`src/ansi_sgr_style_tracker_assert.svh`:
```
// assertion macros shared by the style tracker rtl
`ifndef ANSI_SGR_STYLE_TRACKER_ASSERT_SVH
`define ANSI_SGR_STYLE_TRACKER_ASSERT_SVH

// checked on every rising edge, muted while reset is high
`define SGR_ASSERT(name, prop, msg) \
   name: assert property (@(posedge clock) disable iff (reset) prop) else $error(msg);

// checked on every rising edge, reset included
`define SGR_ASSERT_ALWAYS(name, prop, msg) \
   name: assert property (@(posedge clock) prop) else $error(msg);

`endif

```
`src/sgr_pkg.sv`:
```
`timescale 1ns / 1ps
`default_nettype none
// ----------------------------------------------------------------------------
// sgr_pkg
// Parameter codes, style bit positions, stream widths and the 16-entry
// color palette for the sgr style tracker.
// ----------------------------------------------------------------------------
package sgr_pkg;

   // stream widths
   localparam int REQ_DATA_W = 8;
   localparam int RSP_DATA_W = 64;

   // sgr parameter codes
   localparam logic [7:0] SGR_RESET        = 8'd0;
   localparam logic [7:0] SGR_BOLD         = 8'd1;
   localparam logic [7:0] SGR_DIM          = 8'd2;
   localparam logic [7:0] SGR_UNDER        = 8'd4;
   localparam logic [7:0] SGR_REVERSE      = 8'd7;
   localparam logic [7:0] SGR_NORMAL       = 8'd22;
   localparam logic [7:0] SGR_UNDER_OFF    = 8'd24;
   localparam logic [7:0] SGR_REVERSE_OFF  = 8'd27;
   localparam logic [7:0] SGR_FG_LO        = 8'd30;
   localparam logic [7:0] SGR_FG_HI        = 8'd37;
   localparam logic [7:0] SGR_FG_DEFAULT   = 8'd39;
   localparam logic [7:0] SGR_BG_LO        = 8'd40;
   localparam logic [7:0] SGR_BG_HI        = 8'd47;
   localparam logic [7:0] SGR_BG_DEFAULT   = 8'd49;
   localparam logic [7:0] SGR_FG_BRIGHT_LO = 8'd90;
   localparam logic [7:0] SGR_FG_BRIGHT_HI = 8'd97;
   localparam logic [7:0] SGR_BG_BRIGHT_LO = 8'd100;
   localparam logic [7:0] SGR_BG_BRIGHT_HI = 8'd107;

   // style bit positions
   localparam int ATTR_BOLD  = 0;
   localparam int ATTR_DIM   = 1;
   localparam int ATTR_UNDER = 2;
   localparam int ATTR_REV   = 3;

   // default style
   localparam logic [3:0] FORE_DEFAULT  = 4'd7;
   localparam logic [3:0] BACK_DEFAULT  = 4'd0;
   localparam logic [3:0] STYLE_DEFAULT = 4'd0;

   // dim keeps seven bits of every channel
   localparam logic [23:0] HALF_MASK = 24'h7f7f7f;

   typedef logic [23:0] rgb_type;

   // 16-color palette, red in the high byte
   localparam rgb_type PALETTE [16] = '{
      24'h000000, 24'h800000, 24'h008000, 24'h808000,
      24'h000080, 24'h800080, 24'h008080, 24'hc0c0c0,
      24'h808080, 24'hff0000, 24'h00ff00, 24'hffff00,
      24'h0000ff, 24'hff00ff, 24'h00ffff, 24'hffffff
   };

endpackage
`default_nettype wire

```
`src/ansi_sgr_style_tracker.sv`:
```
`timescale 1ns / 1ps
`default_nettype none
// rsp_tvalid rises once a taken request has passed the input register and the
// result register. Throughput: one transaction per cycle while rsp_tready holds,
// set by the single decode and palette lookup between the two registers.
// While a result waits on rsp_tready, only an empty input register takes one more.
// Reset (synchronous, active high) empties both registers and loads the
// default style: foreground 7, background 0, no attributes.
// ----------------------------------------------------------------------------
// ansi_sgr_style_tracker
// Keeps a terminal text style set by one sgr parameter per transaction (action
// bit set: defaults) and returns effective colors and stored style after each.
// ----------------------------------------------------------------------------
`include "ansi_sgr_style_tracker_assert.svh"

module ansi_sgr_style_tracker
   import sgr_pkg::*;
(
   input  wire logic                  clock,
   input  wire logic                  reset,
   // request channel
   input  wire logic                  req_tvalid,
   output logic                       req_tready,
   input  wire logic [REQ_DATA_W-1:0] req_tdata,  // [7:0] sgr_param
   input  wire logic                  req_tuser,  // [0] action
   // result channel
   output logic                       rsp_tvalid,
   input  wire logic                  rsp_tready,
   // [23:0] fg_rgb, [47:24] bg_rgb, [48] underline_on, [52:49] fg_code,
   // [56:53] bg_code, [60:57] attr_flags, [63:61] zero
   output logic [RSP_DATA_W-1:0]      rsp_tdata
);

   logic                  in_valid_ff;
   logic                  action_ff;
   logic [7:0]            param_ff;
   logic [3:0]            fore_ff, fore_in;
   logic [3:0]            back_ff, back_in;
   logic [3:0]            style_ff, style_in;
   logic                  rsp_valid_ff;
   logic [RSP_DATA_W-1:0] rsp_data_ff, rsp_data_in;
   logic                  rsp_ready;
   logic                  step;
   logic [3:0]            fg_lookup;
   rgb_type               fg_rgb, bg_rgb, fg_eff, bg_eff;

   // handshakes
   assign rsp_ready  = !rsp_valid_ff || rsp_tready;
   assign req_tready = !in_valid_ff || rsp_ready;
   assign step       = in_valid_ff && rsp_ready;

   // input register
   always_ff @(posedge clock) begin
      if (reset) begin
         in_valid_ff <= 1'b0;
      end else if (req_tready) begin
         in_valid_ff <= req_tvalid;
      end
      if (req_tready && req_tvalid) begin
         action_ff <= req_tuser;
         param_ff  <= req_tdata;
      end
   end

   // parameter decode into the next style
   always_comb begin
      fore_in  = fore_ff;
      back_in  = back_ff;
      style_in = style_ff;
      if (action_ff) begin
         fore_in  = FORE_DEFAULT;
         back_in  = BACK_DEFAULT;
         style_in = STYLE_DEFAULT;
      end else begin
         unique case (param_ff) inside
            SGR_RESET: begin
               fore_in  = FORE_DEFAULT;
               back_in  = BACK_DEFAULT;
               style_in = STYLE_DEFAULT;
            end
            SGR_BOLD: begin
               style_in[ATTR_BOLD] = 1'b1;
               style_in[ATTR_DIM]  = 1'b0;
            end
            SGR_DIM: begin
               style_in[ATTR_DIM]  = 1'b1;
               style_in[ATTR_BOLD] = 1'b0;
            end
            SGR_UNDER:       style_in[ATTR_UNDER] = 1'b1;
            SGR_REVERSE:     style_in[ATTR_REV]   = 1'b1;
            SGR_NORMAL: begin
               style_in[ATTR_BOLD] = 1'b0;
               style_in[ATTR_DIM]  = 1'b0;
            end
            SGR_UNDER_OFF:   style_in[ATTR_UNDER] = 1'b0;
            SGR_REVERSE_OFF: style_in[ATTR_REV]   = 1'b0;
            SGR_FG_DEFAULT:  fore_in = FORE_DEFAULT;
            SGR_BG_DEFAULT:  back_in = BACK_DEFAULT;
            [SGR_FG_LO:SGR_FG_HI]: fore_in = 4'(param_ff - SGR_FG_LO);
            [SGR_BG_LO:SGR_BG_HI]: back_in = 4'(param_ff - SGR_BG_LO);
            [SGR_FG_BRIGHT_LO:SGR_FG_BRIGHT_HI]:
               fore_in = 4'(param_ff - SGR_FG_BRIGHT_LO) | 4'h8;
            [SGR_BG_BRIGHT_LO:SGR_BG_BRIGHT_HI]:
               back_in = 4'(param_ff - SGR_BG_BRIGHT_LO) | 4'h8;
            default: ;
         endcase
      end
   end

   // effective colors: bold brightens, dim halves, reverse swaps
   always_comb begin
      fg_lookup = fore_in;
      if (style_in[ATTR_BOLD] && !fore_in[3]) begin
         fg_lookup = {1'b1, fore_in[2:0]};
      end
      fg_rgb = PALETTE[fg_lookup];
      bg_rgb = PALETTE[back_in];
      if (style_in[ATTR_DIM]) begin
         fg_rgb = (fg_rgb >> 1) & HALF_MASK;
      end
      fg_eff = style_in[ATTR_REV] ? bg_rgb : fg_rgb;
      bg_eff = style_in[ATTR_REV] ? fg_rgb : bg_rgb;
      rsp_data_in = {3'b000, style_in, back_in, fore_in, style_in[ATTR_UNDER],
                     bg_eff, fg_eff};
   end

   // style state
   always_ff @(posedge clock) begin
      if (reset) begin
         fore_ff  <= FORE_DEFAULT;
         back_ff  <= BACK_DEFAULT;
         style_ff <= STYLE_DEFAULT;
      end else if (step) begin
         fore_ff  <= fore_in;
         back_ff  <= back_in;
         style_ff <= style_in;
      end
   end

   // result register
   always_ff @(posedge clock) begin
      if (reset) begin
         rsp_valid_ff <= 1'b0;
      end else if (rsp_ready) begin
         rsp_valid_ff <= in_valid_ff;
      end
      if (step) begin
         rsp_data_ff <= rsp_data_in;
      end
   end

   assign rsp_tvalid = rsp_valid_ff;
   assign rsp_tdata  = rsp_data_ff;

   // assertions
   `SGR_ASSERT(a_bold_dim_exclusive, !(style_ff[ATTR_BOLD] && style_ff[ATTR_DIM]),
      "bold and dim both set")
   `SGR_ASSERT_ALWAYS(a_reset_style, reset |=> (fore_ff == FORE_DEFAULT &&
      back_ff == BACK_DEFAULT && style_ff == STYLE_DEFAULT && !rsp_valid_ff),
      "style not at defaults after reset")
   `SGR_ASSERT(a_state_hold, !step |=> ($stable(fore_ff) && $stable(back_ff) &&
      $stable(style_ff)), "style changed without a transaction")
   `SGR_ASSERT(a_rsp_matches_state, rsp_valid_ff |-> (rsp_data_ff[52:49] == fore_ff &&
      rsp_data_ff[56:53] == back_ff && rsp_data_ff[60:57] == style_ff),
      "pending result disagrees with stored style")

endmodule
`default_nettype wire
```
`config.mk`:
```
export PLATFORM = sky130hd
export DESIGN_NAME = ansi_sgr_style_tracker
export DESIGN_NICKNAME = d
export VERILOG_FILES = /design/src/sgr_pkg.sv /design/src/ansi_sgr_style_tracker.sv
export VERILOG_INCLUDE_DIRS = /design/src /design/src/src
export SDC_FILE = /design/constraint.sdc
export NUM_CORES = 1
export LEC_CHECK = 0
export BUFFER_PORTS_ARGS = -buffer_cell sky130_fd_sc_hd__buf_4
export CAP_MARGIN = 20
export CORE_UTILIZATION = 48
export DETAILED_ROUTE_END_ITERATION = 8
export PLACE_DENSITY = 0.86
export RECOVER_POWER = 25
export SLEW_MARGIN = 20
export SYNTH_ARGS = -nofsm -noshare
export SYNTH_HDL_FRONTEND = slang
export SYNTH_SLANG_ARGS = --single-unit
export TNS_END_PERCENT = 100
```
`constraint.sdc`:
```
create_clock -name clock -period 2.75 [get_ports clock]
set_clock_uncertainty 0.2 [all_clocks]
set_input_delay 0.275 -clock clock [delete_from_list [all_inputs] [get_ports clock]]
set_output_delay 0.275 -clock clock [all_outputs]
set_load 0.01 [all_outputs]
```
==> results of run 1 <==
-- layer usage --
layer,share of wire,vias up,track usage
met5,0,-,0
met4,0.024,0,0.105
met2,0.52,121,0.375
li1,-,1318,-
met3,0.068,21,0.0584
met1,0.38,1287,0.246
-- worst min-delay path by stage --
stage / from / endpoint / slack [ns] / depth (start not counted)
4_1_cts: reset / back_ff[2] / 0.02 / 2
3_5_place_dp: fore_ff[2] / fore_ff[2] / 0.25 / 1
5_1_grt: reset / style_ff[3] / 0.03 / 2
2_1_floorplan: reset / fore_ff[3] / 0.15 / 1
6_report: reset / back_ff[2] / 0.01 / 2
3_3_place_gp: fore_ff[2] / fore_ff[2] / 0.25 / 1
-- power by group through the flow --
stage                     Sequential (mW)  Combinational [mW]  Clock (mW)
after floorplan                      1.05               0.155           0
after global placement               1.04               0.262           0
after detailed placement             1.04               0.268           0
after CTS                            1.03               0.285       0.837
after global routing                 1.03               0.321       0.878
final                                1.03               0.300       0.830
-- area by class of cell --
type / count / area (µm²)
fillers: 483 / 2110
flip-flops and latches: 59 / 1630
multi-input cells: 210 / 1440
repair buffers: 126 / 887
clock buffers: 12 / 165
well taps: 77 / 96.3
clock inverters: 4 / 47.5
inverters: 12 / 45.0
-- stage by stage --
step | utilization | setup TNS [ns] | power, mW
6_report | 0.672 | -0.00181 | 2.16
5_1_grt | 0.672 | -1.30 | 2.23
4_1_cts | 0.656 | -0.196 | 2.15
3_5_place_dp | 0.603 | -1.17 | 1.31
3_3_place_gp | 0.603 | 0 | 1.30
2_1_floorplan | - | 0 | 1.21
-- layout by cell type, fill, tap and decap left out, drive strengths merged, types with 4 or more instances in the layout --
master / Yosys / layout
o21ai: 28 / 28
mux2i: 8 / 8
a211oi: 5 / 5
or2: 4 / 4
inv: 11 / 11
clkbuf: 8 / 49
nand2: 34 / 34
dfxtp: 14 / 14
buf: 35 / 79
or3: 5 / 5
dlygate4sd3: 0 / 10
a21oi: 25 / 25
edfxtp: 45 / 45
o31ai: 4 / 4
nor3: 7 / 7
nor2: 34 / 34
nand2b: 6 / 6
-- repair_timing --
| action | 4_1_cts | 5_1_grt |
|---|---|---|
| setup buffers | 1 | 7 |
| endpoints found under the setup margin | 17 | 23 |
| gates resized for setup | 5 | 44 |
| cloned | 0 | 1 |
| pin swaps | 0 | 15 |
| hold buffers | 10 | 0 |
| endpoints found under the hold margin | 10 | 0 |
-- synthesized netlist by cell type (all sizes together), types with 4 or more instances --
library cell / instances / area share
nor3: 7 / 0.016
o21ai: 28 / 0.044
mux2i: 8 / 0.029
o31ai: 4 / 0.011
nor2: 34 / 0.041
dfxtp: 14 / 0.087
a211oi: 5 / 0.013
a21oi: 25 / 0.042
edfxtp: 45 / 0.42
buf: 35 / 0.080
inv: 11 / 0.013
nand2: 34 / 0.040
clkbuf: 8 / 0.0093
nand2b: 6 / 0.012
or3: 5 / 0.0097
or2: 4 / 0.0078
-- cell families (layout without fill, tap and decap cells) --
logic type,after synthesis,count (layout),synth area share
and+or+nand+nor,109,109,0.168
AOI/OAI and AO/OA,84,84,0.169
DFF,59,59,0.507
buffers and inverters,55,154,0.103
muxes,10,10,0.0358
adders and majority gates,3,3,0.0117
other,1,3,0.00117
xor gates and xnor gates,1,1,0.00272
-- state kept, by name (all words and copies together) (netlist names) --
signal,cells
action_ff,1
back_ff,4
fore_ff,4
in_valid_ff,1
param_ff,8
rsp_tdata,36
rsp_tvalid,1
style_ff,4
-- critical path: cells and delay by family (launching register included) --
family / cells / cell delay [ns]
simple gates: 2 / 0.25
buf+inv: 3 / 0.55
compound gates: 6 / 1.07
flops: 1 / 0.44
==> Flow_metrics.wiki, run 1 <==
{| class="wikitable"
! Metric !! Value
|-
| Clock-pin transition on the worst setup and hold timing paths || 0.06 ns
|-
| Final weighted congestion of routability-driven global placement || 0.910
|-
| Floorplan row count || 29
|-
| Max-cap viol count || 0
|-
| Sort of element at the end of the critical path || flop
|-
| Post-route fraction of the period consumed by the critical path || 1.00
|-
| Minimum clock period after layout || about 2.8 ns
|-
| Maximum net fanout on the critical path || 9
|-
| Worst Path Arrival || 2.64 ns
|-
| Unrepaired setup endpoints after global routing || true
|-
| Flip-flop and latch count after synthesis || 59
|-
| Source of the critical timing path || param_ff[4]
|-
| Clock insertion delay at the later pin of the skew report || 0.35 ns
|-
| Worst path slowest cell || edfxtp_1
|-
| R2R Setup Slk || -0.002 ns
|-
| Detailed-route via count || 2747
|-
| Final worst setup slack || -0.00181 ns
|-
| CTS tree || yes
|-
| Slew HR || 0.649
|-
| Peak supply drop || roughly 0.0003 V
|-
| DP Cell Count || approximately 470
|-
| Number of pins exceeding their max-slew limit in the final report || 0
|-
| Worst Reg2Reg Path Length in Cells || 11
|-
| Cell area after synthesis || 0.00322 mm²
|-
| Detailed Route WL || 7910 µm
|-
| Type of the worst min-delay path || input port to flop
|-
| Register share of total power || 0.476
|-
| Minimum setup slack after placement || -0.127 ns
|-
| Synth Instances || roughly 320
|-
| Cell area power density || 499 mW/mm²
|-
| Die area || 0.00703 mm²
|-
| Count of final hold-check violations || 0
|-
| Cell breakdown of the critical path || buf_4 > nand3b_1 > buf_4 > nor3_1 > o21ai_1 > a21oi_2 > a311oi_4 > buf_6 > o31ai_4 > a211oi_1 > o21ai_1
|-
| Leakage component of the power || about 1.6 nW
|-
| Antenna violations before repair || 0
|-
| Post-DR wirelength/cell || roughly 16 µm
|-
| Switch share || 0.246
|-
| Maximum number of pins on one net before global-route repair || 45
|-
| Detailed-route vias per instance || 5.49
|-
| Standard cell core area || 0.00642 mm²
|-
| Share of async-settable or async-resettable flops after synthesis || 0
|-
| Cell area after layout || approximately 0.0043 mm²
|-
| Mean instance size in the synthesized netlist || 9.99 µm²
|-
| Number of buffers inserted during clock tree synthesis || 9
|-
| Die height || 83.9 µm
|-
| Ys flop type || edfxtp_1
|-
| Failing checks || design-rule violations, negative setup slack
|-
| DRC marker count from the first detailed-route iteration || 155
|-
| Post-synth EDFFs || 45
|-
| Worst Setup Path Type || flop to flop
|-
| Wire length of the first global-routing pass || 11700 µm
|-
| Fraction of final layout cells with drive strength greater than 1 || 0.369
|-
| Number of distinct library cell variants in the gate-level netlist after synthesis || between 50 and 60
|-
| First-pass DRT Iterations || 7
|-
| Final setup violation count || 1
|-
| Number of sinks on the clock net || 59
|-
| Logic pwr share || 0.139
|-
| Signed area change from the synthesized netlist to the final layout || 34.2%
|-
| Outcome || complete, but fails checks
|-
| Number of remaining DRC errors || 20
|-
| Switching power of the nets || 530 µW
|-
| Number of global-route vias before repair || about 2500
|-
| Grt ovf || 0
|-
| R2R Path Start || param_ff[4]
|-
| HPWL Detailed || 5180 µm
|-
| Worst reg2reg path endpoint || rsp_tdata[38]
|-
| All-Layer GR Usage || 0.216
|-
| Share of total power in the clock network || 0.385
|-
| Initial core utilization || 0.501
|-
| Crit path required time || 2.64 ns
|-
| Sequential share of the synthesized area || 0.507
|-
| Highest cell delay on the worst timing path || 0.44 ns
|-
| Placement-stage cell area || between 0.003 and 0.004 mm²
|-
| Smallest hold slack || 0.0119 ns
|-
| Num ports || 79
|-
| Worst-case clock buffer depth || 2
|-
| Number of cells in the finished layout apart from fillers || 500
|-
| Setup crit start kind || flop
|-
| Number of warnings printed during yosys synthesis || 0
|-
| Count of H-tree levels built during CTS || 3
|-
| Peak Freq || between 300 and 400 MHz
|-
| IO buf count || 75
|-
| Critical path destination || rsp_tdata[38]
|-
| Internal power of the cells || 1.63 mW
|-
| NumNets Final || 434
|-
| Antenna diode count || 0
|-
| Root Buffer || clkbuf_8
|-
| Die X-Extent || 83.9 µm
|-
| Residual antenna-violating net count after detailed routing || 0
|-
| Slew at the pin with the worst max-slew slack || 0.526 ns
|}
No activity file was read; power rests on OpenSTA's default activity.
==> run 2: changes to the inputs <==
--- a/config.mk
+++ b/config.mk
@@ -12,6 +12,7 @@
 export DETAILED_ROUTE_END_ITERATION = 8
 export PLACE_DENSITY = 0.86
 export RECOVER_POWER = 25
+export SETUP_SLACK_MARGIN = 0.3
 export SLEW_MARGIN = 20
 export SYNTH_ARGS = -nofsm -noshare
 export SYNTH_HDL_FRONTEND = slang
==> Flow_metrics.wiki, run 2 (same netlist as run 1, synthesis figures left out) <==
{| class="wikitable"
! Metric !! Value
|-
| Outcome || complete, but fails checks (unchanged)
|-
| Failing checks || design-rule violations, negative setup slack (unchanged)
|-
| Die height || 83.9 µm (unchanged)
|-
| Initial core utilization || 0.501 (unchanged)
|-
| Minimum setup slack after placement || -0.0455 ns (was -0.127 ns)
|-
| Max-cap viol count || 0 (unchanged)
|-
| Sort of element at the end of the critical path || flop (unchanged)
|-
| Worst Path Arrival || 2.83 ns (was 2.64 ns)
|-
| Leakage component of the power || 1.76 nW (was 1.63 nW)
|-
| Antenna diode count || 0 (unchanged)
|-
| Accumulated negative setup slack || -0.732 ns (was -0.00181 ns)
|-
| Maximum net fanout on the critical path || 6 (was 9)
|-
| Final Total Pwr || 2.28 mW (was 2.16 mW)
|-
| Setup crit start kind || flop (unchanged)
|-
| Maximum number of pins on one net before global-route repair || 42 (was 45)
|-
| Die area || 0.00703 mm² (unchanged)
|-
| Fraction of final layout cells with drive strength greater than 1 || 0.441 (was 0.369)
|-
| Clock-pin transition on the worst setup and hold timing paths || 0.07 ns (was 0.06 ns)
|-
| Number of cells in the finished layout apart from fillers || 519 (was 500)
|-
| Minimum clock period after layout || 2.85 ns (was 2.75 ns)
|-
| Smallest hold slack || 0.0263 ns (was 0.0119 ns)
|-
| Clock insertion delay at the later pin of the skew report || 0.35 ns (about the same)
|-
| Unrepaired setup endpoints after global routing || true (unchanged)
|-
| IO buf count || 75 (unchanged)
|-
| Worst-case clock buffer depth || 2 (unchanged)
|-
| All-Layer GR Usage || 0.237 (was 0.216)
|-
| Standard cell core area || 0.00642 mm² (unchanged)
|-
| Root Buffer || clkbuf_8 (unchanged)
|-
| Signed area change from the synthesized netlist to the final layout || 42.8% (was 34.2%)
|-
| Die X-Extent || 83.9 µm (unchanged)
|-
| Commonest cells after routing, fill and taps aside || buf_4, edfxtp_1, nor2_1, nand2_1, clkbuf_1 (was buf_4, edfxtp_1, nand2_1)
|-
| Final weighted congestion of routability-driven global placement || 0.863 (was 0.910)
|-
| Slew HR || 0.660 (was 0.649)
|-
| Count of final hold-check violations || 0 (unchanged)
|-
| Num ports || 79 (unchanged)
|-
| Most common cell after layout, fill and taps aside || buf_4 (unchanged)
|-
| Peak Freq || 351 MHz (was 363 MHz)
|-
| Slew at the pin with the worst max-slew slack || 0.510 ns (was 0.526 ns)
|-
| Detailed-route vias per instance || 5.71 (was 5.49)
|-
| Number of buffers inserted during clock tree synthesis || 9 (unchanged)
|-
| First-pass DRT Iterations || 7 (unchanged)
|-
| Number of remaining DRC errors || 22 (was 20)
|-
| Fill cell instance count of the final layout || 448 (was 483)
|-
| Detailed-route via count || 2964 (was 2747)
|-
| Peak supply drop || 0.000400 V (was 0.000294 V)
|-
| Antenna violations before repair || 0 (unchanged)
|-
| Number of pins exceeding their max-slew limit in the final report || 0 (unchanged)
|-
| Final design utilization || 0.715 (was 0.672)
|-
| Residual antenna-violating net count after detailed routing || 0 (unchanged)
|-
| DRC marker count from the first detailed-route iteration || 238 (was 155)
|-
| Worst Setup Path Type || flop to flop (unchanged)
|-
| Placement-stage cell area || 0.00394 mm² (was 0.00387 mm²)
|-
| HPWL Detailed || 5190 µm (was 5180 µm)
|-
| Floorplan row count || 29 (unchanged)
|-
| Largest register FFs || 36 (unchanged)
|-
| Final worst setup slack || -0.101 ns (was -0.00181 ns)
|-
| Wire length of the first global-routing pass || 12800 µm (was 11700 µm)
|-
| Final setup violation count || 13 (was 1)
|-
| Number of global-route vias before repair || 2696 (was 2543)
|-
| CTS tree || yes (unchanged)
|-
| DP Cell Count || 468 (was 465)
|-
| Post-DR wirelength/cell || 17.8 µm (was 15.8 µm)
|-
| Cell area after layout || 0.00459 mm² (was 0.00432 mm²)
|-
| Detailed Route WL || 9210 µm (was 7910 µm)
|-
| Type of the worst min-delay path || input port to flop (unchanged)
|-
| Post-route fraction of the period consumed by the critical path || 1.04 (was 1.00)
|-
| NumNets Final || 453 (was 434)
|-
| Number of sinks on the clock net || 59 (unchanged)
|-
| Count of H-tree levels built during CTS || 3 (unchanged)
|-
| Cell area power density || 496 mW/mm² (was 499 mW/mm²)
|-
| Crit path required time || 2.73 ns (was 2.64 ns)
|-
| Grt ovf || 0 (unchanged)
|}
run 2: changes by cell type in the layout (fill, tap and decap cells not counted), moves of 3 or more:
cell     previous run  this run
buf_4              75        94
nand2_1            32        29
nand2_2             2         5
o21ai_0            15         8
o21ai_2             1         5
run 2: timing repair:
action / 4_1_cts / 5_1_grt
hold endpoints to repair: 10 / 0
pin swaps: 13 / 13
setup endpoints to repair: 25 / 31
gates resized for setup: 34 / 32
buffers inserted: 16 / 9
hold buffers: 10 / 0
run 2: worst paths after layout:
check / cells after the start / endpoint / slack, ns / from
setup / recovery: 11 / rsp_tdata[22] / -0.10 / param_ff[2]
hold / removal: 2 / in_valid_ff / 0.03 / reset
setup reg to reg: 11 / rsp_tdata[22] / -0.10 / param_ff[2]
hold reg to reg: 2 / back_ff[2] / 0.27 / back_ff[2]
run 2: area by class of cell:
| cell class | instances | area [µm²] | area share |
|---|---|---|---|
| Sequential cell | 59 | 1630 | 0.355 |
| Clock inverter | 6 | 88.8 | 0.0193 |
| Tap cell | 77 | 96.3 | 0.0210 |
| Timing Repair Buffer | 145 | 1050 | 0.228 |
| Inverter | 12 | 53.8 | 0.0117 |
| Clock buffer | 10 | 138 | 0.0300 |
| Multi-Input combinational cell | 210 | 1540 | 0.335 |
run 2: where the power goes:
part	switching, mW	leakage, nW	internal, mW
Clock	0.371	0.108	0.534
Combinational	0.187	1.13	0.158
Sequential	0.0249	0.521	1.00
Total	0.583	1.76	1.69
run 2: routing by layer:
metal	up-vias	wire length (µm)	GRT usage
li1	1352	-	-
met1	1408	3480	0.252
met2	166	4820	0.429
met3	38	551	0.0673
met4	0	357	0.113
met5	-	0	0
run 2: worst max-delay path, cell delays in order, from the launching register on:
cell and delay (ns):
edfxtp_1 0.49, buf_4 0.19, or2_4 0.24, nor2_4 0.12
o21ai_4 0.08, buf_12 0.14, mux2_4 0.26, o211a_4 0.17
buf_4 0.16, o21ai_0 0.30, a22oi_2 0.11, mux2i_1 0.20
